[config.mk]
export PLATFORM = sky130hd
export DESIGN_NAME = bounded_array_table_engine_core
export DESIGN_NICKNAME = d
export VERILOG_FILES = /design/src/rtl/bate_pkg.sv /design/src/rtl/bate_ctrl.sv /design/src/rtl/bate_dpath.sv /design/src/rtl/bounded_array_table_engine_core.sv
export SDC_FILE = /design/constraint.sdc
export NUM_CORES = 1
export LEC_CHECK = 0
export BUFFER_PORTS_ARGS = -buffer_cell sky130_fd_sc_hd__clkbuf_2
export CAP_MARGIN = 20
export CORE_ASPECT_RATIO = 0.7
export CORE_MARGIN = 2
export CORE_UTILIZATION = 35
export CTS_CLUSTER_SIZE = 12
export DETAILED_ROUTE_END_ITERATION = 10
export GPL_TIMING_DRIVEN = 0
export PLACE_DENSITY = 0.6
export SYNTH_ARGS = -nofsm -noshare
export SYNTH_HDL_FRONTEND = slang
export SYNTH_SLANG_ARGS = --single-unit
[constraint.sdc]
create_clock -name clk -period 12 [get_ports clk]
set_clock_uncertainty 0.1 [all_clocks]
set_input_delay 2.4 -clock clk [delete_from_list [all_inputs] [get_ports clk]]
set_output_delay 2.4 -clock clk [all_outputs]
set_load 0.03 [all_outputs]
[src/rtl/bate_pkg.sv]
`timescale 1ns / 1ps

package bate_pkg;

	localparam int CAPACITY = 16;
	localparam int CNT_W    = $clog2(CAPACITY + 1);
	localparam int IDX_W    = $clog2(CAPACITY);
	localparam int DATA_W   = 32;
	localparam int CMD_W    = 3;
	localparam int POS_W    = 5;
	localparam int STAT_W   = 2;

	localparam logic [CMD_W-1:0] CMD_INSERT_AT     = 3'd0;
	localparam logic [CMD_W-1:0] CMD_INSERT_SORTED = 3'd1;
	localparam logic [CMD_W-1:0] CMD_DELETE_AT     = 3'd2;
	localparam logic [CMD_W-1:0] CMD_DELETE_FIRST  = 3'd3;
	localparam logic [CMD_W-1:0] CMD_DELETE_ALL    = 3'd4;
	localparam logic [CMD_W-1:0] CMD_SHOW          = 3'd5;

	localparam logic [STAT_W-1:0] ST_OK        = 2'd0;
	localparam logic [STAT_W-1:0] ST_BAD_POS   = 2'd1;
	localparam logic [STAT_W-1:0] ST_NOT_FOUND = 2'd2;
	localparam logic [STAT_W-1:0] ST_EMPTY     = 2'd3;

	typedef struct packed {
		logic [CMD_W-1:0]         cmd;
		logic signed [DATA_W-1:0] value;
		logic [POS_W-1:0]         position;
	} request_t;

	typedef struct packed {
		logic [STAT_W-1:0]        status;
		logic [CNT_W-1:0]         count;
		logic signed [DATA_W-1:0] element;
		logic                     last;
	} result_t;

	typedef enum logic [3:0] {
		OP_IDLE,
		OP_LOAD,
		OP_SCAN,
		OP_UP_INIT_POS,
		OP_UP_INIT_SCAN,
		OP_UP_STEP,
		OP_UP_FINISH,
		OP_DOWN_INIT_POS,
		OP_DOWN_INIT_SCAN,
		OP_DOWN_STEP,
		OP_DOWN_FINISH,
		OP_COMPACT_STEP,
		OP_COMPACT_FINISH,
		OP_SHOW_STEP
	} dp_op_t;

	typedef enum logic [3:0] {
		S_IDLE,
		S_DECODE,
		S_SCAN_SORT,
		S_SCAN_FIRST,
		S_UP,
		S_DOWN,
		S_COMPACT,
		S_SHOW,
		S_REPORT
	} ctl_state_t;

	typedef struct packed {
		dp_op_t            op;
		logic              emit;
		logic [STAT_W-1:0] status;
		logic              show_elem;
		logic              last;
	} ctl_cmd_t;

	typedef struct packed {
		logic [CMD_W-1:0] cmd;
		logic             i_lt_cnt;
		logic             i_lt_cap;
		logic             rd_gt_val;
		logic             rd_eq_val;
		logic             pos_bad_ins;
		logic             pos_bad_del;
		logic             up_more;
		logic             down_more;
		logic             show_last;
		logic             j_eq_cnt;
		logic             cnt_zero;
	} dp_stat_t;

endpackage

[src/rtl/bate_ctrl.sv]
`timescale 1ns / 1ps

module bate_ctrl (
	input  logic              clk,
	input  logic              arst_n,
	input  logic              start,
	output logic              busy,
	input  bate_pkg::dp_stat_t stat,
	output bate_pkg::ctl_cmd_t ctl
);
	import bate_pkg::*;

	ctl_state_t        state_q, state_d;
	logic [STAT_W-1:0] st_q, st_d;

	always_ff @(posedge clk or negedge arst_n) begin
		if (!arst_n) begin
			state_q <= S_IDLE;
			st_q    <= ST_OK;
		end else begin
			state_q <= state_d;
			st_q    <= st_d;
		end
	end

	always_comb begin
		state_d       = state_q;
		st_d          = st_q;
		ctl.op        = OP_IDLE;
		ctl.emit      = 1'b0;
		ctl.status    = ST_OK;
		ctl.show_elem = 1'b0;
		ctl.last      = 1'b1;
		busy          = (state_q != S_IDLE);
		case (state_q)
			S_IDLE: begin
				if (start) begin
					ctl.op  = OP_LOAD;
					st_d    = ST_OK;
					state_d = S_DECODE;
				end
			end
			S_DECODE: begin
				case (stat.cmd)
					CMD_INSERT_AT: begin
						if (stat.pos_bad_ins) begin
							st_d    = ST_BAD_POS;
							state_d = S_REPORT;
						end else begin
							ctl.op  = OP_UP_INIT_POS;
							state_d = S_UP;
						end
					end
					CMD_INSERT_SORTED: state_d = S_SCAN_SORT;
					CMD_DELETE_AT: begin
						if (stat.pos_bad_del) begin
							st_d    = ST_BAD_POS;
							state_d = S_REPORT;
						end else begin
							ctl.op  = OP_DOWN_INIT_POS;
							state_d = S_DOWN;
						end
					end
					CMD_DELETE_FIRST: state_d = S_SCAN_FIRST;
					CMD_DELETE_ALL:   state_d = S_COMPACT;
					CMD_SHOW: begin
						if (stat.cnt_zero) begin
							ctl.emit   = 1'b1;
							ctl.status = ST_EMPTY;
							state_d    = S_IDLE;
						end else begin
							state_d = S_SHOW;
						end
					end
					default: state_d = S_REPORT;
				endcase
			end
			S_SCAN_SORT: begin
				if (stat.i_lt_cnt && !stat.rd_gt_val) begin
					ctl.op = OP_SCAN;
				end else if (stat.i_lt_cap) begin
					ctl.op  = OP_UP_INIT_SCAN;
					state_d = S_UP;
				end else begin
					// full and no smaller slot: ignored
					state_d = S_REPORT;
				end
			end
			S_UP: begin
				if (stat.up_more) begin
					ctl.op = OP_UP_STEP;
				end else begin
					ctl.op  = OP_UP_FINISH;
					state_d = S_REPORT;
				end
			end
			S_SCAN_FIRST: begin
				if (stat.i_lt_cnt && !stat.rd_eq_val) begin
					ctl.op = OP_SCAN;
				end else if (stat.i_lt_cnt) begin
					ctl.op  = OP_DOWN_INIT_SCAN;
					state_d = S_DOWN;
				end else begin
					st_d    = ST_NOT_FOUND;
					state_d = S_REPORT;
				end
			end
			S_DOWN: begin
				if (stat.down_more) begin
					ctl.op = OP_DOWN_STEP;
				end else begin
					ctl.op  = OP_DOWN_FINISH;
					state_d = S_REPORT;
				end
			end
			S_COMPACT: begin
				if (stat.i_lt_cnt) begin
					ctl.op = OP_COMPACT_STEP;
				end else begin
					ctl.op  = OP_COMPACT_FINISH;
					st_d    = stat.j_eq_cnt ? ST_NOT_FOUND : ST_OK;
					state_d = S_REPORT;
				end
			end
			S_SHOW: begin
				ctl.op        = OP_SHOW_STEP;
				ctl.emit      = 1'b1;
				ctl.show_elem = 1'b1;
				ctl.last      = stat.show_last;
				if (stat.show_last) begin
					state_d = S_IDLE;
				end
			end
			S_REPORT: begin
				ctl.emit   = 1'b1;
				ctl.status = st_q;
				state_d    = S_IDLE;
			end
			default: state_d = S_IDLE;
		endcase
	end

endmodule

[src/rtl/bate_dpath.sv]
`timescale 1ns / 1ps

module bate_dpath (
	input  logic               clk,
	input  logic               arst_n,
	input  bate_pkg::request_t request,
	input  bate_pkg::ctl_cmd_t ctl,
	output bate_pkg::dp_stat_t stat,
	output logic               result_valid,
	output bate_pkg::result_t  result
);
	import bate_pkg::*;

	logic signed [DATA_W-1:0] mem [CAPACITY];

	logic [CNT_W-1:0]         cnt_q;
	logic [CNT_W-1:0]         i_q;
	logic [CNT_W-1:0]         j_q;
	logic [CNT_W-1:0]         tgt_q;
	logic [CMD_W-1:0]         cmd_q;
	logic signed [DATA_W-1:0] val_q;
	logic [POS_W-1:0]         pos_q;
	logic                     res_valid_q;
	result_t                  res_q;
	logic signed [DATA_W-1:0] rd_q;
	logic [IDX_W-1:0]         rd_off_q;

	logic [CNT_W-1:0]         i_d;
	logic [IDX_W-1:0]         rd_off_d;
	logic [IDX_W-1:0]         rd_addr;
	logic                     wr_en;
	logic [IDX_W-1:0]         wr_addr;
	logic signed [DATA_W-1:0] wr_data;
	logic [CNT_W-1:0]         up_start;
	logic [CNT_W:0]           i_inc;
	logic [CNT_W-1:0]         cap_c;

	assign cap_c    = CNT_W'(CAPACITY);
	assign up_start = (cnt_q < cap_c) ? cnt_q : CNT_W'(CAPACITY - 1);
	assign i_inc    = {1'b0, i_q} + (CNT_W + 1)'(1);

	// next pointer, and the neighbour offset the following steps read at
	always_comb begin
		i_d      = i_q;
		rd_off_d = rd_off_q;
		case (ctl.op)
			OP_LOAD: begin
				i_d      = '0;
				rd_off_d = '0;
			end
			OP_SCAN, OP_SHOW_STEP, OP_DOWN_STEP, OP_COMPACT_STEP: i_d = i_q + CNT_W'(1);
			OP_UP_INIT_POS, OP_UP_INIT_SCAN: begin
				i_d      = up_start;
				rd_off_d = '1;
			end
			OP_UP_STEP: i_d = i_q - CNT_W'(1);
			OP_DOWN_INIT_POS: begin
				i_d      = CNT_W'(pos_q - POS_W'(1));
				rd_off_d = IDX_W'(1);
			end
			OP_DOWN_INIT_SCAN: rd_off_d = IDX_W'(1);
			default: ;
		endcase
	end

	// one read a cycle: the neighbour during shifts, else the scan pointer;
	// the read is registered so the address comes from the next pointer
	assign rd_addr = i_d[IDX_W-1:0] + rd_off_d;

	always_comb begin
		wr_en   = 1'b0;
		wr_addr = i_q[IDX_W-1:0];
		wr_data = rd_q;
		case (ctl.op)
			OP_UP_STEP, OP_DOWN_STEP: wr_en = 1'b1;
			OP_UP_FINISH: begin
				wr_en   = 1'b1;
				wr_addr = tgt_q[IDX_W-1:0];
				wr_data = val_q;
			end
			OP_COMPACT_STEP: begin
				wr_en   = (rd_q != val_q);
				wr_addr = j_q[IDX_W-1:0];
			end
			default: wr_en = 1'b0;
		endcase
	end

	always_ff @(posedge clk) begin
		if (wr_en) begin
			mem[wr_addr] <= wr_data;
		end
		rd_q <= mem[rd_addr];
	end

	always_ff @(posedge clk) begin
		case (ctl.op)
			OP_LOAD: begin
				cmd_q <= request.cmd;
				val_q <= request.value;
				pos_q <= request.position;
			end
			OP_UP_INIT_POS:  tgt_q <= CNT_W'(pos_q - POS_W'(1));
			OP_UP_INIT_SCAN: tgt_q <= i_q;
			default: ;
		endcase
	end

	always_ff @(posedge clk or negedge arst_n) begin
		if (!arst_n) begin
			cnt_q    <= '0;
			i_q      <= '0;
			j_q      <= '0;
			rd_off_q <= '0;
		end else begin
			i_q      <= i_d;
			rd_off_q <= rd_off_d;
			case (ctl.op)
				OP_LOAD: j_q <= '0;
				OP_UP_FINISH: begin
					if (cnt_q < cap_c) begin
						cnt_q <= cnt_q + CNT_W'(1);
					end
				end
				OP_DOWN_FINISH: cnt_q <= cnt_q - CNT_W'(1);
				OP_COMPACT_STEP: begin
					if (rd_q != val_q) begin
						j_q <= j_q + CNT_W'(1);
					end
				end
				OP_COMPACT_FINISH: cnt_q <= j_q;
				default: ;
			endcase
		end
	end

	always_comb begin
		stat.cmd         = cmd_q;
		stat.i_lt_cnt    = (i_q < cnt_q);
		stat.i_lt_cap    = (i_q < cap_c);
		stat.rd_gt_val   = (rd_q > val_q);
		stat.rd_eq_val   = (rd_q == val_q);
		stat.pos_bad_ins = (pos_q == '0)
			|| ({1'b0, pos_q} > ({1'b0, cnt_q} + (CNT_W + 1)'(1)))
			|| ({1'b0, pos_q} > (CNT_W + 1)'(CAPACITY));
		stat.pos_bad_del = (pos_q == '0) || ({1'b0, pos_q} > {1'b0, cnt_q});
		stat.up_more     = (i_q > tgt_q);
		stat.down_more   = (i_inc < {1'b0, cnt_q});
		stat.show_last   = (i_inc == {1'b0, cnt_q});
		stat.j_eq_cnt    = (j_q == cnt_q);
		stat.cnt_zero    = (cnt_q == '0);
	end

	// result register: one beat per emit, count taken after the command has settled
	always_ff @(posedge clk or negedge arst_n) begin
		if (!arst_n) begin
			res_valid_q <= 1'b0;
		end else begin
			res_valid_q <= ctl.emit;
		end
	end

	always_ff @(posedge clk) begin
		if (ctl.emit) begin
			res_q.status  <= ctl.status;
			res_q.count   <= cnt_q;
			res_q.element <= ctl.show_elem ? rd_q : '0;
			res_q.last    <= ctl.last;
		end
	end

	assign result_valid = res_valid_q;
	assign result       = res_q;

endmodule

[src/rtl/bounded_array_table_engine_core.sv]
`timescale 1ns / 1ps

// channel   | handshake            | payload
// ----------+----------------------+---------------------------------------
// request   | start & !busy        | request_t: cmd, value, position
// result    | result_valid strobe  | result_t: status, count, element, last
//
// each command walks the table one entry a cycle through a single registered
// read port; a search and the shift after it cover the table once between them.
// results are registered and appear in the cycle after the step that makes them;
// the last beat can coincide with busy going low. reset clears the count and
// control, not the table. results are strobes and cannot be stalled.

module bounded_array_table_engine_core (
	input  logic               clk,
	input  logic               arst_n,
	input  logic               start,
	output logic               busy,
	input  bate_pkg::request_t request,
	output logic               result_valid,
	output bate_pkg::result_t  result
);
	import bate_pkg::*;

	ctl_cmd_t ctl;
	dp_stat_t stat;

	bate_ctrl u_ctrl (
		.clk    (clk),
		.arst_n (arst_n),
		.start  (start),
		.busy   (busy),
		.stat   (stat),
		.ctl    (ctl)
	);

	bate_dpath u_dpath (
		.clk          (clk),
		.arst_n       (arst_n),
		.request      (request),
		.ctl          (ctl),
		.stat         (stat),
		.result_valid (result_valid),
		.result       (result)
	);

	a_count_bound: assert property (@(posedge clk) disable iff (!arst_n)
		result_valid |-> (result.count <= CNT_W'(CAPACITY)))
		else $error("count above capacity");

	a_error_single: assert property (@(posedge clk) disable iff (!arst_n)
		result_valid && (result.status != ST_OK) |-> result.last && (result.element == '0))
		else $error("error result not a single zero beat");

	a_mid_show_busy: assert property (@(posedge clk) disable iff (!arst_n)
		result_valid && !result.last |-> busy)
		else $error("show stream broken off");

	a_accept_busy: assert property (@(posedge clk) disable iff (!arst_n)
		start && !busy |=> busy)
		else $error("accepted command did not start");

endmodule
==> metrics.cfg <==
[worst_setup_path]
crit_fanout=10
endpoint_kind=flop
reg2reg_depth=21
startpoint_type=flop
arrival_ns=7.66
crit_type=flop to flop
required_ns=12.35

[timing]
setup-violations-final=0
layout_min_cycle_time_ns=7.31
drv_slew=0
fin_crit_sh_pct=60.9
finalHoldViolCount=0
fmax_ghz=0.137
relSlewSlack_pct=22.9
finalSetupTns_ns=0
rsz0062_at_grt=no
worst_pin_slew_ns=1.14

[cts]
post_cts_buffers=0
path_clk_slew_ns=0.06
clk_latency_ns=0.61
clk_path_buf_depth=3
clkSinkCount=655
ctsHoldBuffers=0
cts-buffers-inserted=69
cts_htree_levels=3
cts-root-buf=clkbuf_16
cts_tree=built
cts_resized=0

[placement]
place_congestion=0.851
placed_cells=2635
numPortBuffers=84
dp_hpwl_um=43000

[hold_path]
hold_path.class=flop to flop
whs_path_depth=2

[logic_synthesis]
synth_top_cell_by_area=edfxtp_1
yosysMostFrequentCell=edfxtp_1
synthesis.nets=1601
ys_top_cells_by_area=edfxtp_1, mux4_2, mux2i_1
yosys.area.top_type_share_pct=66.0
synth_seq_cells=655
async_reset_ff_share_pct=3.97
netlist_area_um2=27200
synth.distinct_cells=68
postSynthAreaPerCell_um2=18.3
syn_inst=1484
netlist_top_cells_count=edfxtp_1, mux4_2, mux2i_1
synth-edff-count=597
ys_dominant_reg_cell=edfxtp_1
ys_seq_area_share_pct=70.7
yosys_warnings=0

[route]
drt_first_pass_iters=5
drt-initial-drc-count=1511
drc=0
wirelength_um=66600
drtAntennaViolNets=0
vias_per_cell=5.22
wire_per_inst_um=24.1
via_count=14400

[global_routing]
first_global_vias=14500
grt_pass1_wl_um=97800
antenna_found_initial=1
grt_overflow=0
grt_usage_pct=16.9
grt_max_degree=30

[job]
drv_cap=0

[floorplan]
core_area_um2=76900
rows=85
fp.dieH_um=237
io_pins=85
start_util_pct=35.3
die_area_um2=79900
die_w_um=337

[cells_and_area]
num_antenna_cells=0
synthToLayoutAreaGrowth_pct=16.5
drive_gt1_share_pct=23.1
final_nets=1787
fin_cells=2761

[status]
status=complete, no violations

final timing paths:
path | slack, ns | endpoint | from
max in group asynchronous | 9.59 | u_ctrl.state_q[1] | arst_n
worst max-delay path | 4.69 | u_dpath.rd_q[22] | u_dpath.val_q[7]
worst min-delay path | 0.39 | u_dpath.rd_off_q[2] | u_dpath.rd_off_q[2]
min in group asynchronous | 1.72 | u_dpath.cnt_q[0] | arst_n
worst max register to register | 4.69 | u_dpath.rd_q[22] | u_dpath.val_q[7]
worst min register to register | 0.39 | u_dpath.rd_off_q[2] | u_dpath.rd_off_q[2]
per-stage QoR:
stage                     utilization (%)  hold slack, ns  setup slack [ns]  instance area [um2]
after floorplan                         -           0.347              5.37                27200
after global placement               37.6           0.369              2.82                28900
after detailed placement             38.3           0.372              4.39                29500
after CTS                            41.0           0.388              4.73                31500
after global routing                 41.2           0.407              4.45                31700
final                                41.2           0.387              4.69                31700
state kept, by name (all words and copies together), names as in the netlist, 5 cells and up:
name / count
u_dpath.cnt_q: 5
u_dpath.i_q: 5
u_dpath.j_q: 5
u_dpath.mem: 512
u_dpath.pos_q: 5
u_dpath.rd_q: 32
u_dpath.result: 40
u_dpath.tgt_q: 5
u_dpath.val_q: 32
kinds of logic after synthesis:
kind of cell	Yosys count	synth area share [%]
xor+xnor	26	0.976
simple gates	229	4.38
compound gates	124	2.99
flops	655	70.7
buf+inv	113	1.72
fa+ha+maj	74	3.49
mux	263	15.7
final cells by class:
cell class	instances	area [um2]
Buffer	53	241
Clock buffer	107	1980
Clock inverter	11	113
Fill cell	6765	45200
Inverter	60	225
Multi-Input combinational cell	716	7610
Sequential cell	655	19200
Tap cell	1044	1310
Timing Repair Buffer	115	952
metal layers:
metal | global-route usage (%) | vias up | part of all wire (%)
li1 | - | 6305 | -
met1 | 25.3 | 7530 | 46
met2 | 25.4 | 488 | 45
met3 | 3.45 | 78 | 6.8
met4 | 3.71 | 0 | 1.6
met5 | 0 | - | 0
cells in the final DEF, fill, tap and decap left out, types with 13 or more instances in the layout:
master / synthesis / layout
edfxtp_1: 597 / 597
mux4_2: 128 / 128
o21ai_0: 26 / 26
nor2_1: 56 / 40
clkbuf_2: 0 / 85
nand3_1: 20 / 20
and2_1: 32 / 32
buf_12: 0 / 17
dfrtp_1: 26 / 26
ha_1: 71 / 71
nor2_4: 0 / 16
clkbuf_16: 0 / 73
mux2_2: 33 / 33
nand2_1: 45 / 44
xnor2_1: 13 / 13
a21oi_1: 34 / 34
clkbuf_1: 37 / 68
inv_1: 59 / 58
dfxtp_1: 32 / 32
mux2i_1: 102 / 102
critical path: stages (launching register included):
cell,delay [ns]
edfxtp_1,0.38
inv_1,0.05
ha_1,0.31
nand4_1,0.35
or4_1,0.62
and4bb_4,0.44
a311oi_1,0.10
a211oi_2,0.52
nor2_2,0.19
nor2_2,0.27
inv_2,0.16
nor2_2,0.29
nand3_1,0.12
o2111ai_1,0.17
ha_1,0.23
inv_1,0.06
fa_1,0.53
clkbuf_1,0.65
clkbuf_1,0.77
mux4_2,0.41
mux2i_1,0.24
mux2i_1,0.17
Power is not shown: default switching activity piles up to over one toggle a cycle in this logic, so the estimate is an artifact.
